===== src/hdl/pdc_pkg.sv =====
// Package for the PPPoE discovery client: types, codes and constants.
// No dependencies.
package pdc_pkg;
  localparam int unsigned MaxFrameDefault = 1514;
  localparam int unsigned FrameBytes = 30;
  localparam int unsigned HdrEnd = 20;
  localparam logic [7:0] CodePadi = 8'h09;
  localparam logic [7:0] CodePadr = 8'h19;
  localparam logic [7:0] CodePads = 8'h65;
  localparam logic [15:0] HostUniqType = 16'h0103;
  localparam logic [16:0] TagStartMax = 17'h1FFFF;
  localparam logic [47:0] BcastMac = 48'hFFFF_FFFF_FFFF;
  localparam logic [0:0] RegOwnMac = 1'b0;
  localparam logic [0:0] RegHostTag = 1'b1;

  typedef enum logic [1:0] {PhIdle, PhOffer, PhConfirm, PhEst} phase_e;
  typedef enum logic [1:0] {VUndec, VAccept, VReject, VOver} verdict_e;
  typedef enum logic [1:0] {JobPadi, JobPadr, JobReport} job_kind_e;

  typedef struct packed {
    job_kind_e   kind;
    logic [47:0] mac;
    logic [15:0] session;
  } job_t;

  typedef struct packed {
    logic        kind;
    logic [7:0]  tx_byte;
    logic        run_last;
    logic [15:0] session_number;
    logic [47:0] server_mac;
  } result_t;
endpackage


===== src/hdl/pdc_parser.sv =====
// Front part: accepts items, parses received frames, posts jobs.
// Depends on pdc_pkg.
module pdc_parser #(
  parameter int unsigned MaxFrame = pdc_pkg::MaxFrameDefault
) (
  input  logic           clk_i,
  input  logic           rst_ni,
  input  logic [47:0]    own_mac_i,
  input  logic [15:0]    host_tag_i,
  input  logic           in_valid_i,
  output logic           in_ready_o,
  input  logic           opcode_i,
  input  logic [7:0]     rx_byte_i,
  input  logic           rx_end_i,
  output logic           job_valid_o,
  input  logic           job_ready_i,
  output pdc_pkg::job_t  job_o
);
  import pdc_pkg::*;
  localparam int unsigned PosW = $clog2(MaxFrame + 1);

  phase_e      phase_q, phase_d;
  verdict_e    verdict_q, verdict_d;
  logic [PosW-1:0] pos_q, pos_d;
  logic        dm_q, dm_d;
  logic [47:0] src_q, src_d, peer_q, peer_d;
  logic [7:0]  code_q, code_d;
  logic [15:0] sess_q, sess_d, plen_q, plen_d;
  logic [16:0] tstart_q, tstart_d;
  logic [15:0] ttype_q, ttype_d, tlen_q, tlen_d, tval_q, tval_d;
  logic        acc;
  logic [16:0] p, d;
  logic [17:0] nx;
  logic [15:0] lenw, valw;
  logic [7:0]  mb;
  logic        good;

  assign in_ready_o = job_ready_i;
  assign acc = in_valid_i && in_ready_o;

  always_comb begin
    phase_d = phase_q; verdict_d = verdict_q; pos_d = pos_q; dm_d = dm_q;
    src_d = src_q; peer_d = peer_q; code_d = code_q; sess_d = sess_q;
    plen_d = plen_q; tstart_d = tstart_q; ttype_d = ttype_q; tlen_d = tlen_q;
    tval_d = tval_q;
    job_valid_o = 1'b0;
    job_o = '{kind: JobPadi, mac: BcastMac, session: 16'd0};
    p = 17'(pos_q) - 17'(HdrEnd);
    d = p - tstart_q;
    lenw = {tlen_q[7:0], rx_byte_i};
    valw = {tval_q[7:0], rx_byte_i};
    nx = 18'(tstart_q) + 18'd4 + 18'(lenw);
    case (pos_q[2:0])
      3'd0: mb = own_mac_i[47:40];
      3'd1: mb = own_mac_i[39:32];
      3'd2: mb = own_mac_i[31:24];
      3'd3: mb = own_mac_i[23:16];
      3'd4: mb = own_mac_i[15:8];
      default: mb = own_mac_i[7:0];
    endcase
    good = 1'b0;
    if (acc) begin
      if (!opcode_i) begin
        phase_d = PhOffer;
        job_valid_o = 1'b1;
        pos_d = '0; dm_d = 1'b0; src_d = '0; code_d = '0; sess_d = '0;
        plen_d = '0; tstart_d = '0; ttype_d = '0; tlen_d = '0; tval_d = '0;
        verdict_d = VUndec;
      end else begin
        if (32'(pos_q) >= MaxFrame) begin
          verdict_d = VOver;
        end else begin
          pos_d = pos_q + 1'b1;
          if (32'(pos_q) < 6) begin
            dm_d = (pos_q == '0 || dm_q) && rx_byte_i == mb;
          end else if (32'(pos_q) < 12) begin
            src_d = {src_q[39:0], rx_byte_i};
          end else if (32'(pos_q) == 15) begin
            code_d = rx_byte_i;
          end else if (32'(pos_q) == 16 || 32'(pos_q) == 17) begin
            sess_d = {sess_q[7:0], rx_byte_i};
          end else if (32'(pos_q) == 18 || 32'(pos_q) == 19) begin
            plen_d = {plen_q[7:0], rx_byte_i};
          end else if (32'(pos_q) >= HdrEnd && verdict_q == VUndec &&
                       p >= tstart_q && tstart_q < 17'(plen_q)) begin
            case (d)
              17'd0: ttype_d = {8'd0, rx_byte_i};
              17'd1: ttype_d = {ttype_q[7:0], rx_byte_i};
              17'd2: tlen_d = {8'd0, rx_byte_i};
              17'd3: begin
                tlen_d = lenw;
                if (ttype_q == HostUniqType) begin
                  if (lenw != 16'd2 || 18'(tstart_q) + 18'd6 > 18'(plen_q)) begin
                    verdict_d = VReject;
                  end
                end else begin
                  tstart_d = (nx > 18'(TagStartMax)) ? TagStartMax : nx[16:0];
                end
              end
              17'd4: tval_d = {8'd0, rx_byte_i};
              17'd5: begin
                tval_d = valw;
                verdict_d = (valw == host_tag_i) ? VAccept : VReject;
              end
              default: ;
            endcase
          end
        end
        if (rx_end_i) begin
          good = 32'(pos_d) >= HdrEnd && verdict_d != VOver;
          case (phase_q)
            PhOffer: begin
              if (good && dm_d && verdict_d == VAccept) begin
                peer_d = src_d; phase_d = PhConfirm; job_valid_o = 1'b1;
                job_o = '{kind: JobPadr, mac: src_d, session: 16'd0};
              end
            end
            PhConfirm: begin
              if (good && code_d == CodePads) begin
                phase_d = PhEst; job_valid_o = 1'b1;
                job_o = '{kind: JobReport, mac: peer_q, session: sess_d};
              end
            end
            default: ;
          endcase
          pos_d = '0; dm_d = 1'b0; src_d = '0; code_d = '0; sess_d = '0;
          plen_d = '0; tstart_d = '0; ttype_d = '0; tlen_d = '0; tval_d = '0;
          verdict_d = VUndec;
        end
      end
    end
  end

  always_ff @(posedge clk_i or negedge rst_ni) begin
    if (!rst_ni) begin
      phase_q <= PhIdle; verdict_q <= VUndec; pos_q <= '0; dm_q <= 1'b0;
      src_q <= '0; peer_q <= '0; code_q <= '0; sess_q <= '0; plen_q <= '0;
      tstart_q <= '0; ttype_q <= '0; tlen_q <= '0; tval_q <= '0;
    end else begin
      phase_q <= phase_d; verdict_q <= verdict_d; pos_q <= pos_d; dm_q <= dm_d;
      src_q <= src_d; peer_q <= peer_d; code_q <= code_d; sess_q <= sess_d;
      plen_q <= plen_d; tstart_q <= tstart_d; ttype_q <= ttype_d;
      tlen_q <= tlen_d; tval_q <= tval_d;
    end
  end
endmodule


===== src/hdl/pdc_job_fifo.sv =====
// Short job queue between the parser and the frame emitter.
// Depends on pdc_pkg.
module pdc_job_fifo (
  input  logic          clk_i,
  input  logic          rst_ni,
  input  logic          wr_valid_i,
  output logic          wr_ready_o,
  input  pdc_pkg::job_t wr_data_i,
  output logic          rd_valid_o,
  input  logic          rd_ready_i,
  output pdc_pkg::job_t rd_data_o
);
  import pdc_pkg::*;
  job_t mem_q [2];
  logic wp_q, rp_q;
  logic [1:0] cnt_q;
  logic wr, rd;

  assign wr_ready_o = cnt_q != 2'd2;
  assign rd_valid_o = cnt_q != 2'd0;
  assign rd_data_o = mem_q[rp_q];
  assign wr = wr_valid_i && wr_ready_o;
  assign rd = rd_valid_o && rd_ready_i;

  always_ff @(posedge clk_i) begin
    if (wr) begin
      mem_q[wp_q] <= wr_data_i;
    end
  end

  always_ff @(posedge clk_i or negedge rst_ni) begin
    if (!rst_ni) begin
      wp_q <= 1'b0; rp_q <= 1'b0; cnt_q <= 2'd0;
    end else begin
      if (wr) wp_q <= ~wp_q;
      if (rd) rp_q <= ~rp_q;
      cnt_q <= cnt_q + {1'b0, wr} - {1'b0, rd};
    end
  end
endmodule


===== src/hdl/pdc_emitter.sv =====
// Back part: turns jobs into frame bytes or a report, with an output register.
// Depends on pdc_pkg.
module pdc_emitter (
  input  logic             clk_i,
  input  logic             rst_ni,
  input  logic [47:0]      own_mac_i,
  input  logic [15:0]      host_tag_i,
  input  logic             job_valid_i,
  output logic             job_ready_o,
  input  pdc_pkg::job_t    job_i,
  output logic             out_valid_o,
  input  logic             out_ready_i,
  output pdc_pkg::result_t out_o
);
  import pdc_pkg::*;
  logic [4:0] idx_q, idx_d;
  logic       ov_q;
  result_t    res_q, res_d;
  logic       load, last;
  logic [7:0] b;

  assign load = job_valid_i && (!ov_q || out_ready_i);
  assign last = job_i.kind == JobReport || idx_q == 5'(FrameBytes - 1);
  assign job_ready_o = load && last;
  assign out_valid_o = ov_q;
  assign out_o = res_q;

  always_comb begin
    b = 8'h00;
    if (idx_q < 5'd6) b = job_i.mac[8*(5-idx_q) +: 8];
    else if (idx_q < 5'd12) b = own_mac_i[8*(11-idx_q) +: 8];
    else begin
      case (idx_q)
        5'd12: b = 8'h88;
        5'd13: b = 8'h63;
        5'd14: b = 8'h11;
        5'd15: b = (job_i.kind == JobPadr) ? CodePadr : CodePadi;
        5'd19: b = 8'h0A;
        5'd20, 5'd21, 5'd24: b = 8'h01;
        5'd25: b = 8'h03;
        5'd27: b = 8'h02;
        5'd28: b = host_tag_i[15:8];
        5'd29: b = host_tag_i[7:0];
        default: b = 8'h00;
      endcase
    end
    if (job_i.kind == JobReport) begin
      res_d = '{kind: 1'b1, tx_byte: 8'd0, run_last: 1'b1,
                session_number: job_i.session, server_mac: job_i.mac};
    end else begin
      res_d = '{kind: 1'b0, tx_byte: b, run_last: last,
                session_number: 16'd0, server_mac: 48'd0};
    end
    idx_d = idx_q;
    if (load) idx_d = last ? 5'd0 : idx_q + 5'd1;
  end

  always_ff @(posedge clk_i) begin
    if (load) res_q <= res_d;
  end

  always_ff @(posedge clk_i or negedge rst_ni) begin
    if (!rst_ni) begin
      idx_q <= '0; ov_q <= 1'b0;
    end else begin
      idx_q <= idx_d;
      if (load) ov_q <= 1'b1;
      else if (out_ready_i) ov_q <= 1'b0;
    end
  end
endmodule


===== src/hdl/pppoe_discovery_client_unit.sv =====
// Top level of the PPPoE discovery client.
// Depends on pdc_pkg, pdc_parser, pdc_job_fifo and pdc_emitter.
//
// Takes one item per cycle while the job queue has room: a start item (tuser 0) or one
// received frame byte (tuser 1, tlast on the final byte). A start emits a 30-byte PADI; an
// accepted offer emits a 30-byte PADR; a confirm emits one session report.
// Received bytes are parsed at one per cycle; the input stalls only while the
// two-entry job queue is full, because the emitter sends one byte per cycle while
// the output is ready, so a frame job occupies the output until all 30 bytes are out.
module pppoe_discovery_client_unit #(
  parameter int unsigned MaxFrame = pdc_pkg::MaxFrameDefault
) (
  input  logic        clk_i,
  input  logic        rst_ni,
  input  logic        cfg_we_i,
  input  logic        cfg_index_i,
  input  logic [47:0] cfg_data_i,
  input  logic        s_axis_tvalid,
  output logic        s_axis_tready,
  input  logic [7:0]  s_axis_tdata,   // rx_byte
  input  logic        s_axis_tlast,   // rx_end
  input  logic        s_axis_tuser,   // opcode
  output logic        m_axis_tvalid,
  input  logic        m_axis_tready,
  output logic [71:0] m_axis_tdata,   // tx_byte, session_number, server_mac
  output logic        m_axis_tlast,   // run_last
  output logic        m_axis_tuser    // kind
);
  import pdc_pkg::*;
  logic [47:0] own_mac_q;
  logic [15:0] host_tag_q;
  logic jv, jr, qv, qr;
  job_t jd, qd;
  result_t res;

  always_ff @(posedge clk_i or negedge rst_ni) begin
    if (!rst_ni) begin
      own_mac_q <= '0; host_tag_q <= '0;
    end else if (cfg_we_i) begin
      if (cfg_index_i == RegOwnMac) own_mac_q <= cfg_data_i;
      else if (cfg_index_i == RegHostTag) host_tag_q <= cfg_data_i[15:0];
    end
  end

  pdc_parser #(.MaxFrame(MaxFrame)) u_parser (
    .clk_i, .rst_ni, .own_mac_i(own_mac_q), .host_tag_i(host_tag_q),
    .in_valid_i(s_axis_tvalid), .in_ready_o(s_axis_tready),
    .opcode_i(s_axis_tuser), .rx_byte_i(s_axis_tdata), .rx_end_i(s_axis_tlast),
    .job_valid_o(jv), .job_ready_i(jr), .job_o(jd));

  pdc_job_fifo u_fifo (
    .clk_i, .rst_ni, .wr_valid_i(jv), .wr_ready_o(jr), .wr_data_i(jd),
    .rd_valid_o(qv), .rd_ready_i(qr), .rd_data_o(qd));

  pdc_emitter u_emitter (
    .clk_i, .rst_ni, .own_mac_i(own_mac_q), .host_tag_i(host_tag_q),
    .job_valid_i(qv), .job_ready_o(qr), .job_i(qd),
    .out_valid_o(m_axis_tvalid), .out_ready_i(m_axis_tready), .out_o(res));

  assign m_axis_tdata = {res.server_mac, res.session_number, res.tx_byte};
  assign m_axis_tlast = res.run_last;
  assign m_axis_tuser = res.kind;
endmodule


===== config.mk =====
export PLATFORM = sky130hd
export DESIGN_NAME = pppoe_discovery_client_unit
export DESIGN_NICKNAME = d
export VERILOG_FILES = /design/src/hdl/pdc_pkg.sv /design/src/hdl/pdc_parser.sv /design/src/hdl/pdc_job_fifo.sv /design/src/hdl/pdc_emitter.sv /design/src/hdl/pppoe_discovery_client_unit.sv
export SDC_FILE = /design/constraint.sdc
export NUM_CORES = 1
export LEC_CHECK = 0
export ABC_AREA = 1
export BUFFER_PORTS_ARGS = -buffer_cell sky130_fd_sc_hd__buf_2
export CAP_MARGIN = 10
export CORE_MARGIN = 4
export CORE_UTILIZATION = 48
export CTS_BUF_LIST = sky130_fd_sc_hd__clkbuf_4
export DETAILED_ROUTE_END_ITERATION = 10
export PLACE_DENSITY = 0.68
export SYNTH_ARGS = -nofsm -noshare
export SYNTH_HDL_FRONTEND = slang
export SYNTH_SLANG_ARGS = --single-unit

===== constraint.sdc =====
create_clock -name clk_i -period 5.75 [get_ports clk_i]
set_input_delay 0.8625 -clock clk_i [delete_from_list [all_inputs] [get_ports clk_i]]
set_output_delay 0.8625 -clock clk_i [all_outputs]
set_load 0.05 [all_outputs]

* Word level (Yosys, flattened, before mapping) *
Memory sizes are Yosys's and may differ from the RTL's.
Index checks and enable logic that the tools add are counted.

cells by class
  add/sub/neg operators = 11
  order comparisons = 11
  eq/ne operators = 55
  shifts and indexed selects = 2
  muxes and demuxes = 124
  bitwise logic cells = 3
  reductions and logical operators = 36

operators by type and width
  kind                                                                count
  two-way mux 16 bit                                                  24
  two-way mux 66 bit                                                  4
  two-way mux 48 bit                                                  5
  two-way mux 8 bit                                                   28
  two-way mux 17 bit                                                  12
  case mux 66 bit (2 select lines)                                    1
  indexed part select 48 x 33 -> 8 bit                                2
  case mux 8 bit (10 select lines)                                    1
  two-way mux 74 bit                                                  1
  two-way mux 65 bit                                                  1
  two-way mux 11 bit                                                  5
  equality test 11 x 5 -> 1 bit, second input constant                4
  equality test 5 bit, second input constant                          8
  case mux 8 bit (5 select lines)                                     1
  adder 17 x 3 -> 18 bit, second input constant                       2
  two-way mux 2 bit                                                   18
  equality test 17 x 2 -> 1 bit, second input constant                2
  equality test 17 x 3 -> 1 bit, second input constant                2
  case mux 16 bit (2 select lines)                                    1
  case mux 8 bit (2 select lines)                                     2
  AND reduction 9 bit                                                 3
  greater-or-equal comparator 11 x 5 -> 1 bit, second input constant  2
  inequality test 3 bit, second input constant                        7
  equality test 5 x 4 -> 1 bit, second input constant                 4
  other kinds (52)                                                    102

word-level totals
  register bits after elaboration = 349
  memory bits (writable) = 132
  input bits = 64
  memories kept = 1

memories
  memory        depth  width  rd ports  clocked after memory_dff  wr ports  line                source
  u_fifo.mem_q  2      66     1         0                         1         pdc_job_fifo.sv:14  job_t mem_q [2];

* Longest topological paths before layout *
Gate-level depths: netlist (run 1).

  depth after elaboration = 27
  gate-level depth with buffers = 35
  gate-level depth less buffers = 35

* By module *
Synthesis (run 1) repeated with hierarchy kept, for this count alone.

second synthesis, totals
  cells, all modules = 3,188
  area, all modules = 26,382.8 um^2

modules (own cells, without submodules)
  module                       times used  cells an instance  area each (um^2)  sequential area each (um^2)
  pdc_parser                   1           1,965              14,123.5          5,029.8
  pdc_job_fifo                 1           377                5,044.8           4,063.9
  pdc_emitter                  1           567                4,660.7           2,372.3
  pppoe_discovery_client_unit  1           279                2,553.7           1,601.5

* Least setup slack after synthesis (run 1) *
No wires, ideal clock.

  kind = register to register
  from = register u_parser.pos_q[2]
  to = memory u_fifo.mem_q[1][0] in the netlist's numbering, enable pin
  setup time = 490 ps
  arrival = 5,896 ps
  required time = 5,260 ps
  path slack = -636 ps
  cell stages (with the launch flop) = 28
  buffers on the path = 1
  period minus slack after synthesis = 6,386 ps
  cells stage by stage = dfrtp_1 -> buf_6 -> inv_4 -> ha_1 -> o21ai_0 -> nor4_1 -> xor2_1 -> ha_1 -> nand2_1 -> inv_1 -> nand2_1 -> nand2_1 -> a21oi_1 -> nand3_1 -> and2_1 -> nand3_2 -> nor2_2 -> nand2_2 -> nand2_2 -> nand2_1 -> nand2_1 -> nand2_1 -> nand3_2 -> nand2_1 -> nand2_1 -> nand2_1 -> nand2_1 -> nor2_1

on the way
  cells in the longest elaborated chain, start to end = 25

RTL lines
  element                                                                                     line                                source
  from (decl)                                                                                 pdc_parser.sv:24                    logic [PosW-1:0] pos_q, pos_d;
  from (signal assigned)                                                                      pdc_parser.sv:140                   phase_q <= phase_d; verdict_q <= verdict_d; pos_q <= pos_d; dm_q <= dm_d;
  subtractor 11 x 5 -> 12 bit or greater-or-equal comparator 11 x 5 -> 1 bit (tied branches)  pdc_parser.sv:48, pdc_parser.sv:84
  subtractor 17 bit, or another cell as far along                                             pdc_parser.sv:49                    d = p - tstart_q;
  equality test 17 x 3 -> 1 bit, or another cell as far along                                 pdc_parser.sv:86                    case (d)
  case mux 2 bit (2 select lines) or logical AND 1 bit (tied branches)                        pdc_parser.sv:86, pdc_parser.sv:85
  two-way mux 2 bit                                                                           pdc_parser.sv:84                    end else if (32'(pos_q) >= HdrEnd && verdict_q == VUndec &&
  two-way mux 2 bit                                                                           pdc_parser.sv:82                    end else if (32'(pos_q) == 18 || 32'(pos_q) == 19) begin
  two-way mux 2 bit                                                                           pdc_parser.sv:80                    end else if (32'(pos_q) == 16 || 32'(pos_q) == 17) begin
  two-way mux 2 bit                                                                           pdc_parser.sv:78                    end else if (32'(pos_q) == 15) begin
  [... 9 more ...]                                                                            -
  two-way mux 1 bit                                                                           pdc_parser.sv:113                   if (good && dm_d && verdict_d == VAccept) begin
  case mux 1 bit (2 select lines) (*)                                                         pdc_parser.sv:111                   case (phase_q)
  two-way mux 1 bit (*)                                                                       pdc_parser.sv:109                   if (rx_end_i) begin
  two-way mux 1 bit (*)                                                                       pdc_parser.sv:63                    if (!opcode_i) begin
  two-way mux 1 bit (*)                                                                       pdc_parser.sv:62                    if (acc) begin
  logical AND 1 bit (*)                                                                       pdc_job_fifo.sv:22                  assign wr = wr_valid_i && wr_ready_o;
  two-way mux 1 bit (*)                                                                       pdc_job_fifo.sv:26                  if (wr) begin
  two-way mux 1 bit (not written as such) (*)                                                 pdc_job_fifo.sv:27                  mem_q[wp_q] <= wr_data_i;
  to (decl)                                                                                   pdc_job_fifo.sv:14

Mark *: on every way between the ends. The rest lies on a longest branch, timed or not. The select of a mux whose other input is x is not followed.

* Final worst setup path (run 1) *
  from = register u_parser.pos_q[2]
  to = memory u_fifo.mem_q[1][9] in the netlist's numbering, enable pin

The elaborated chain is that of the path after synthesis.

==> results of run 1 <==
[worst reg2reg max path, stage by stage (launching register included)]
cell and delay, ns:
dfrtp_1 0.62, inv_4 0.14, ha_1 0.26, o21ai_0 0.32, nor4_1 0.10, xor2_1 0.27
ha_1 0.36, nand2_1 0.16, inv_1 0.05, nand2_1 0.06, nand2_1 0.08, a21oi_1 0.27
nand3_1 0.14, nand3_1 0.11, nor2_1 0.05, nand3_1 0.08, nor2_1 0.05, a21oi_1 0.16
nand2_2 0.11, nand2_1 0.15, nand3_2 0.07, buf_4 0.20, nand2_1 0.08, nand2_1 0.06
nand2_1 0.08, nand2_1 0.12, nor2_4 0.13, buf_12 0.33
[worst max path at each step]
| stage | startpoint | to | cells past startpoint |
|---|---|---|---|
| after floorplan | u_parser.pos_q[2] | u_fifo.mem_q[1][0] | 27 |
| after global placement | u_parser.pos_q[2] | u_fifo.mem_q[1][42] | 27 |
| after detailed placement | u_parser.pos_q[2] | u_fifo.mem_q[1][54] | 25 |
| after CTS | u_parser.pos_q[2] | u_fifo.mem_q[1][8] | 27 |
| after global routing | u_parser.pos_q[2] | u_fifo.mem_q[1][8] | 26 |
| final | u_parser.pos_q[2] | u_fifo.mem_q[1][9] | 27 |
[flip-flops by register name, indices dropped and copies added (netlist names), 2 cells and up]
name / flops
u_fifo.mem_q: 132
u_emitter.out_o: 74
own_mac_q: 48
u_parser.peer_q: 48
u_parser.src_q: 48
u_parser.tstart_q: 17
host_tag_q: 16
u_parser.plen_q: 16
u_parser.sess_q: 16
u_parser.ttype_q: 16
u_parser.pos_q: 11
u_parser.code_q: 8
u_parser.tlen_q: 8
u_parser.tval_q: 8
u_emitter.idx_q: 5
u_fifo.cnt_q: 2
u_parser.phase_q: 2
u_parser.verdict_q: 2
[stage by stage]
step / total power [mW] / util (%) / cells / setup WS [ns]
global placement: 9.04 / 51.3 / 3635 / 0.875
finish: 12.1 / 54.3 / 3855 / 0.707
detailed placement: 9.11 / 51.3 / 3635 / 0.840
floorplan: 7.82 / - / 2908 / 0.468
CTS: 12.1 / 54.3 / 3854 / 0.762
global route: 12.8 / 54.3 / 3855 / 0.319
[cells in the final DEF (no fill, tap or decap), drive strengths merged, types with 133 or more instances in the layout]
master	n
a21oi	133
dfrtp	275
nand3	133
inv	366
edfxtp	206
nor2	196
nand2	608
o21ai	391
buf	166
clkbuf	185
[power by group through the flow]
stage | Combinational (mW) | Sequential [mW] | Clock (mW)
2_1_floorplan | 2.29 | 5.53 | 0
3_3_place_gp | 4.32 | 4.72 | 0
3_5_place_dp | 4.38 | 4.73 | 0
4_1_cts | 4.39 | 4.67 | 3.07
5_1_grt | 4.80 | 4.73 | 3.26
6_report | 4.41 | 4.67 | 3.00
[cell type report]
cell class | count | area, um2
fill | 4782 | 24200
antenna | 1 | 2.50
timing repair buffer | 166 | 958
clock buffer | 185 | 1390
sequential | 481 | 13100
multi-input combinational | 1928 | 10900
inverter | 372 | 1400
tap | 688 | 861
clock inverter | 34 | 239
[cell usage after synthesis (all sizes together) (17+ instances only)]
library cell,number,share of area (%)
nand2,608,9.4
edfxtp,206,24
buf,43,1.3
dfrtp,275,27
mux2,17,0.74
nand3,133,2.8
inv,366,5.3
nor2,196,3.1
nor3,40,0.91
o22ai,91,2.2
o21ai,391,8.2
mux2i,50,1.9
ha,104,5.0
a21oi,133,2.6
nand4,38,0.94
clkbuf,84,1.2
xor2,33,1.1
[cell families after synthesis]
kind of cell    Yosys count  share of synthesized area [%]
simple gates           1059                           18.2
compound gates          648                           14.1
buf+inv                 499                           7.88
flops                   481                           50.4
fa+ha+maj               106                           5.17
mux                      67                           2.67
xor+xnor                 48                           1.62
[routing by layer]
metal	up-vias	share of wire, %
li1	10200	-
met1	10200	45
met2	779	45
met3	135	8.2
met4	2	2.6
met5	-	0.018
==> out/qor.txt, run 1 <==
ys async rst share: 57.2%
TritonCTS clock tree: yes
Slew @ Worst Pin: 1.24 ns
power share of the clock group: 24.9%
post-route design area: 28800 um2
largest net degree at the start of global routing: 123
Fmax: 198 MHz
vias in the first global route: 20600
final setup violation count: 0
Pre-Repair DR Iteration Count: 6
Avg WL per Cell: 18.7 um
met2 Resource Use GR: 37.8%
R2R Path End: u_fifo.mem_q[1][9]
# hold bufs at CTS: 0
vias post-DR: 21300
clock period minus worst slack: 5.04 ns
sw frac: 41.9%
number of cells on the worst reg-to-reg path: 27
Layout area overhead: 11.0%
critical path's slowest cell: dfrtp_1
Seq/Total Area, Yosys: 50.4%
die height: 240 um
nets@finish: 3238
Ys Warns: 0
Antenna Nets Post-Route: 0
die area: 57800 um2
logic gate share of total power: 36.5%
Sum Neg Setup Slack: 0 ns
Worst Skew: 0.0910 ns
post-synthesis cell type count: 58
Iteration-0 DRC Markers: 2052
global-route wire length before repair: 113000 um
number of synthesized flops with an enable pin: 206
Num CTS Buffers: 119
Hold Path Class: input pin to async pin
CP bufs+invs: 4
CTS resizes: 0
Die W: 240 um
maximum vdd drop: 0.000330 V
gr ovfl total: 0
Synth Register Bits: 481
Max Cap Viol: 0
CP endpoint kind: flop
R2R Path Start: u_parser.pos_q[2]
CP dominant cell by count: nand2_1
syn_area_per_cell: 8.92 um2
Fin. Hold Viols: 0
Int Power: 7.02 mW
met3 Use GR: 5.75%
vias per cell: 5.52
total setup buffers inserted after CTS: 0
PwrDens: 420 nW/um2
share of layout cells above drive strength 1: 17.6%
PortBufs: 139
CTS root buf: clkbuf_4
FF-to-FF setup slack: 0.71 ns
H-tree depth: 3
Worst path max stage delay: 0.62 ns
hold slack: 0.0630 ns
# IOs: 140
sw power: 5.06 mW
Slew headroom: 16.9%
# DRC: 0
synthesized area: 25900 um2
Most used DFF post-synth: dfrtp_1
initial core utilization: 49.0%
GRT Max-Usage Layer: met2
outcome: complete, no violations
WL final: 72200 um
antenna violations before repair: 2
Slew Limit Fails: 0
fin crit share: 87.7%
Reg clk slew, reported paths: 0.06 ns
cells after synthesis: 2908
core area: 53000 um2
RePlAce Congestion: 0.932
DP Area: 27200 um2
Crit Path Category: flop to flop
buffer depth of the longest clock path: 3
syn nets: 3078
GRT Util Overall: 24.9%
Crit Path Max Fanout: 66
worst path required time: 6.25 ns
Critical Path Start Type: flop
Placement Rows: 84
clk sinks: 481
Leakage: 13.4 nW
sequential power share: 38.7%
RSZ-0062 raised after global routing: no
CP arrival: 5.54 ns
GR Layer Usage met1: 35.4%
later-pin clock latency in the skew report: 0.91 ns
Top delay family on crit path: simple AND/OR/NAND/NOR gates
DP HPWL: 51500 um
Power figures use the tool's default switching activity.
==> inputs of run 2 (changes only) <==
Settings changed: ABC_AREA 1 to default.
==> run 2 against run 1 <==
Effect of this change:
- sequential share of layout area fell by 0.069 points
- sequential power fell by 5.4%
- largest cell class unchanged
- critical path depth fell by 9
- die area fell by 1.4%
- critical path type unchanged
- register-to-register slack got worse by 0.41 ns
- power fell by 8.0%
- fmax fell by 7.5%
- global-route usage fell by 0.61 points
- clock skew fell by 0.042 ns
- first-iteration DRC count fell by 13%
==> out/qor.txt, run 2 <==
Sum Neg Setup Slack: 0 ns
Crit Path Category: flop to flop
global-route wire length before repair: 108000 um
fin crit share: 94.8%
Placement Rows: 84
Synth Register Bits: 481
RSZ-0062 raised after global routing: no
RePlAce Congestion: 0.963
most frequent cells in the layout: dfrtp_1 (274), edfxtp_1 (206), clkbuf_4 (190)
WL final: 69400 um
Critical Path Start Type: flop
Avg WL per Cell: 21.8 um
clk sinks: 481
sw frac: 36.6%
Non-Filler Instances: 3177
antenna violations before repair: 3
top cell type's share of synthesized area: 26.9%
initial core utilization: 48.5%
Layout area overhead: 12.8%
max reg flops: 132
Fin. Hold Viols: 0
Post-Place Setup Slack: 0.112 ns
# DRC: 0
# IOs: 140
CP endpoint kind: flop
maximum vdd drop: 0.000238 V
CTS root buf: clkbuf_4
Max Cap Viol: 0
Fmax: 183 MHz
TritonCTS clock tree: yes
core area: 52700 um2
area leader, netlist: dfrtp_1
total setup buffers inserted after CTS: 0
Reg clk slew, reported paths: 0.07 ns
outcome: complete, no violations
hold slack: 0.133 ns
cells after synthesis: 2219
CP bufs+invs: 3
Top delay family on crit path: compound AO/OA/AOI/OAI gates
Most used DFF post-synth: dfrtp_1
power share of the clock group: 29.7%
Leakage: 12.1 nW
Iteration-0 DRC Markers: 1792
Hold Path Class: input pin to flop
Worst path max stage delay: 0.52 ns
largest net degree at the start of global routing: 169
ys async rst share: 57.2%
Antenna Nets Post-Route: 0
die area: 57000 um2
Die W: 239 um
list of most frequent post-synthesis cells: dfrtp_1 (275), edfxtp_1 (206), mux2_2 (171)
later-pin clock latency in the skew report: 0.96 ns
syn nets: 2389
Most flops, register: u_fifo.mem_q
Worst Skew: 0.0492 ns
GRT Util Overall: 24.3%
Ys Warns: 0
vias per cell: 6.05
PwrDens: 386 nW/um2
Placed Cells: 2948
nets@finish: 2565
gr ovfl total: 0
post-synthesis cell type count: 87
PortBufs: 139
Slew headroom: 18.7%
CP cell instances: inv_1, ha_1, inv_1, a21oi_1, nand2_1, xnor2_1, ha_1, nand2_1, o21ai_0, nand2b_1, nor2_1, or4_1, a311oi_2, nand4_2, a211o_1, a211oi_2, and2_4, buf_12
main area contributors after synthesis: dfrtp_1 (27%), edfxtp_1 (24%), mux2_2 (7.5%)
syn_area_per_cell: 11.5 um2
worst path required time: 6.37 ns
die height: 239 um
Num CTS Buffers: 132
vias post-DR: 19200
DP HPWL: 48800 um
synthesized area: 25500 um2
final setup violation count: 0
Slew @ Worst Pin: 1.21 ns
Final Worst Setup Slack: 0.297 ns
logic gate share of total power: 30.6%
number of synthesized flops with an enable pin: 206
sw power: 4.06 mW
Slew Limit Fails: 0
Pre-Repair DR Iteration Count: 6
H-tree depth: 4
critical path's slowest cell: or4_1
most frequent cell after synthesis: dfrtp_1
commonest non-fill, non-tap cell in the layout: dfrtp_1
CP arrival: 6.07 ns
share of layout cells above drive strength 1: 25.3%
clock period minus worst slack: 5.45 ns
sequential power share: 39.8%
Int Power: 7.05 mW
vias in the first global route: 18900
Crit Path Max Fanout: 31
buffer depth of the longest clock path: 3
Seq/Total Area, Yosys: 51.2%
## run 2: cell types whose count changed after synthesis, moves of 54 or more
cell | before | now
o21ai_0 | 308 | 131
o22ai_1 | 91 | 14
nand2_1 | 551 | 119
inv_1 | 348 | 84
mux2_2 | 17 | 171
nand2_2 | 54 | 0
nand3_1 | 125 | 71
a22o_1 | 5 | 90
## run 2: cell type report
class                   instances  area (um2)
fillers                      4480       23800
flip-flops and latches        481       13100
multi-input cells            1514       11700
clock buffers                 190        1430
repair buffers                178        1100
well taps                     688         861
clock inverters                37         362
inverters                      88         330
diodes                          1        2.50
## run 2: worst paths after layout
path                       cells past startpoint  slack, ns              endpoint                 from
setup / recovery                              18       0.30   u_fifo.mem_q[0][30]    u_parser.pos_q[3]
hold / removal                                 2       0.13         own_mac_q[42]       cfg_data_i[42]
setup reg to reg                              18       0.30   u_fifo.mem_q[0][30]    u_parser.pos_q[3]
hold reg to reg                                1       0.48   u_parser.peer_q[38]  u_parser.peer_q[38]
max in group asynchronous                      3       4.09     u_parser.src_q[8]               rst_ni
min in group asynchronous                      2       0.40  u_parser.tstart_q[4]               rst_ni
## run 2: timing repair
action | CTS | global route
endpoints found under the hold margin | 49 | 0
gates resized for setup | 0 | 4
endpoints found under the setup margin | 0 | 132
hold buffers | 1 | 0
## run 2: kinds of logic (layout without fill, tap and decap cells)
kind of cell / count (synthesis) / after routing / synth area share, %
buffers and inverters: 224 / 493 / 3.47
multiplexers: 310 / 310 / 14.7
XOR/XNOR: 58 / 58 / 1.99
AO/OA/AOI/OAI: 538 / 538 / 14.0
AND/OR/NAND/NOR: 502 / 502 / 9.45
adder cells (fa/ha/maj): 106 / 106 / 5.25
flip-flops: 481 / 481 / 51.2
other: 0 / 1 / 0
## run 2: routing by layer
layer  wire length [um]  track usage, %  vias to the layer above
li1                   -               -                     8749
met1              30700            34.2                     9580
met2              32200            37.5                      765
met3               4790            5.85                      128
met4               1770            7.90                        0
met5                  0               0                        -
## run 2: metrics by stage
step / utilization, % / power (mW) / cell area (um2)
final: 54.7 / 11.1 / 28800
after global routing: 54.7 / 11.7 / 28800
after CTS: 54.7 / 11.2 / 28800
after detailed placement: 51.3 / 7.89 / 27000
after global placement: 51.3 / 7.85 / 27000
after floorplan: - / 6.91 / 25500
## run 2: power groups by stage
stage                     logic (mW)  clock network, mW  registers (mW)
after floorplan                 1.84                  0            5.08
after global placement          3.38                  0            4.47
after detailed placement        3.40                  0            4.49
after CTS                       3.41               3.38            4.42
after global routing            3.62               3.59            4.46
final                           3.40               3.30            4.42
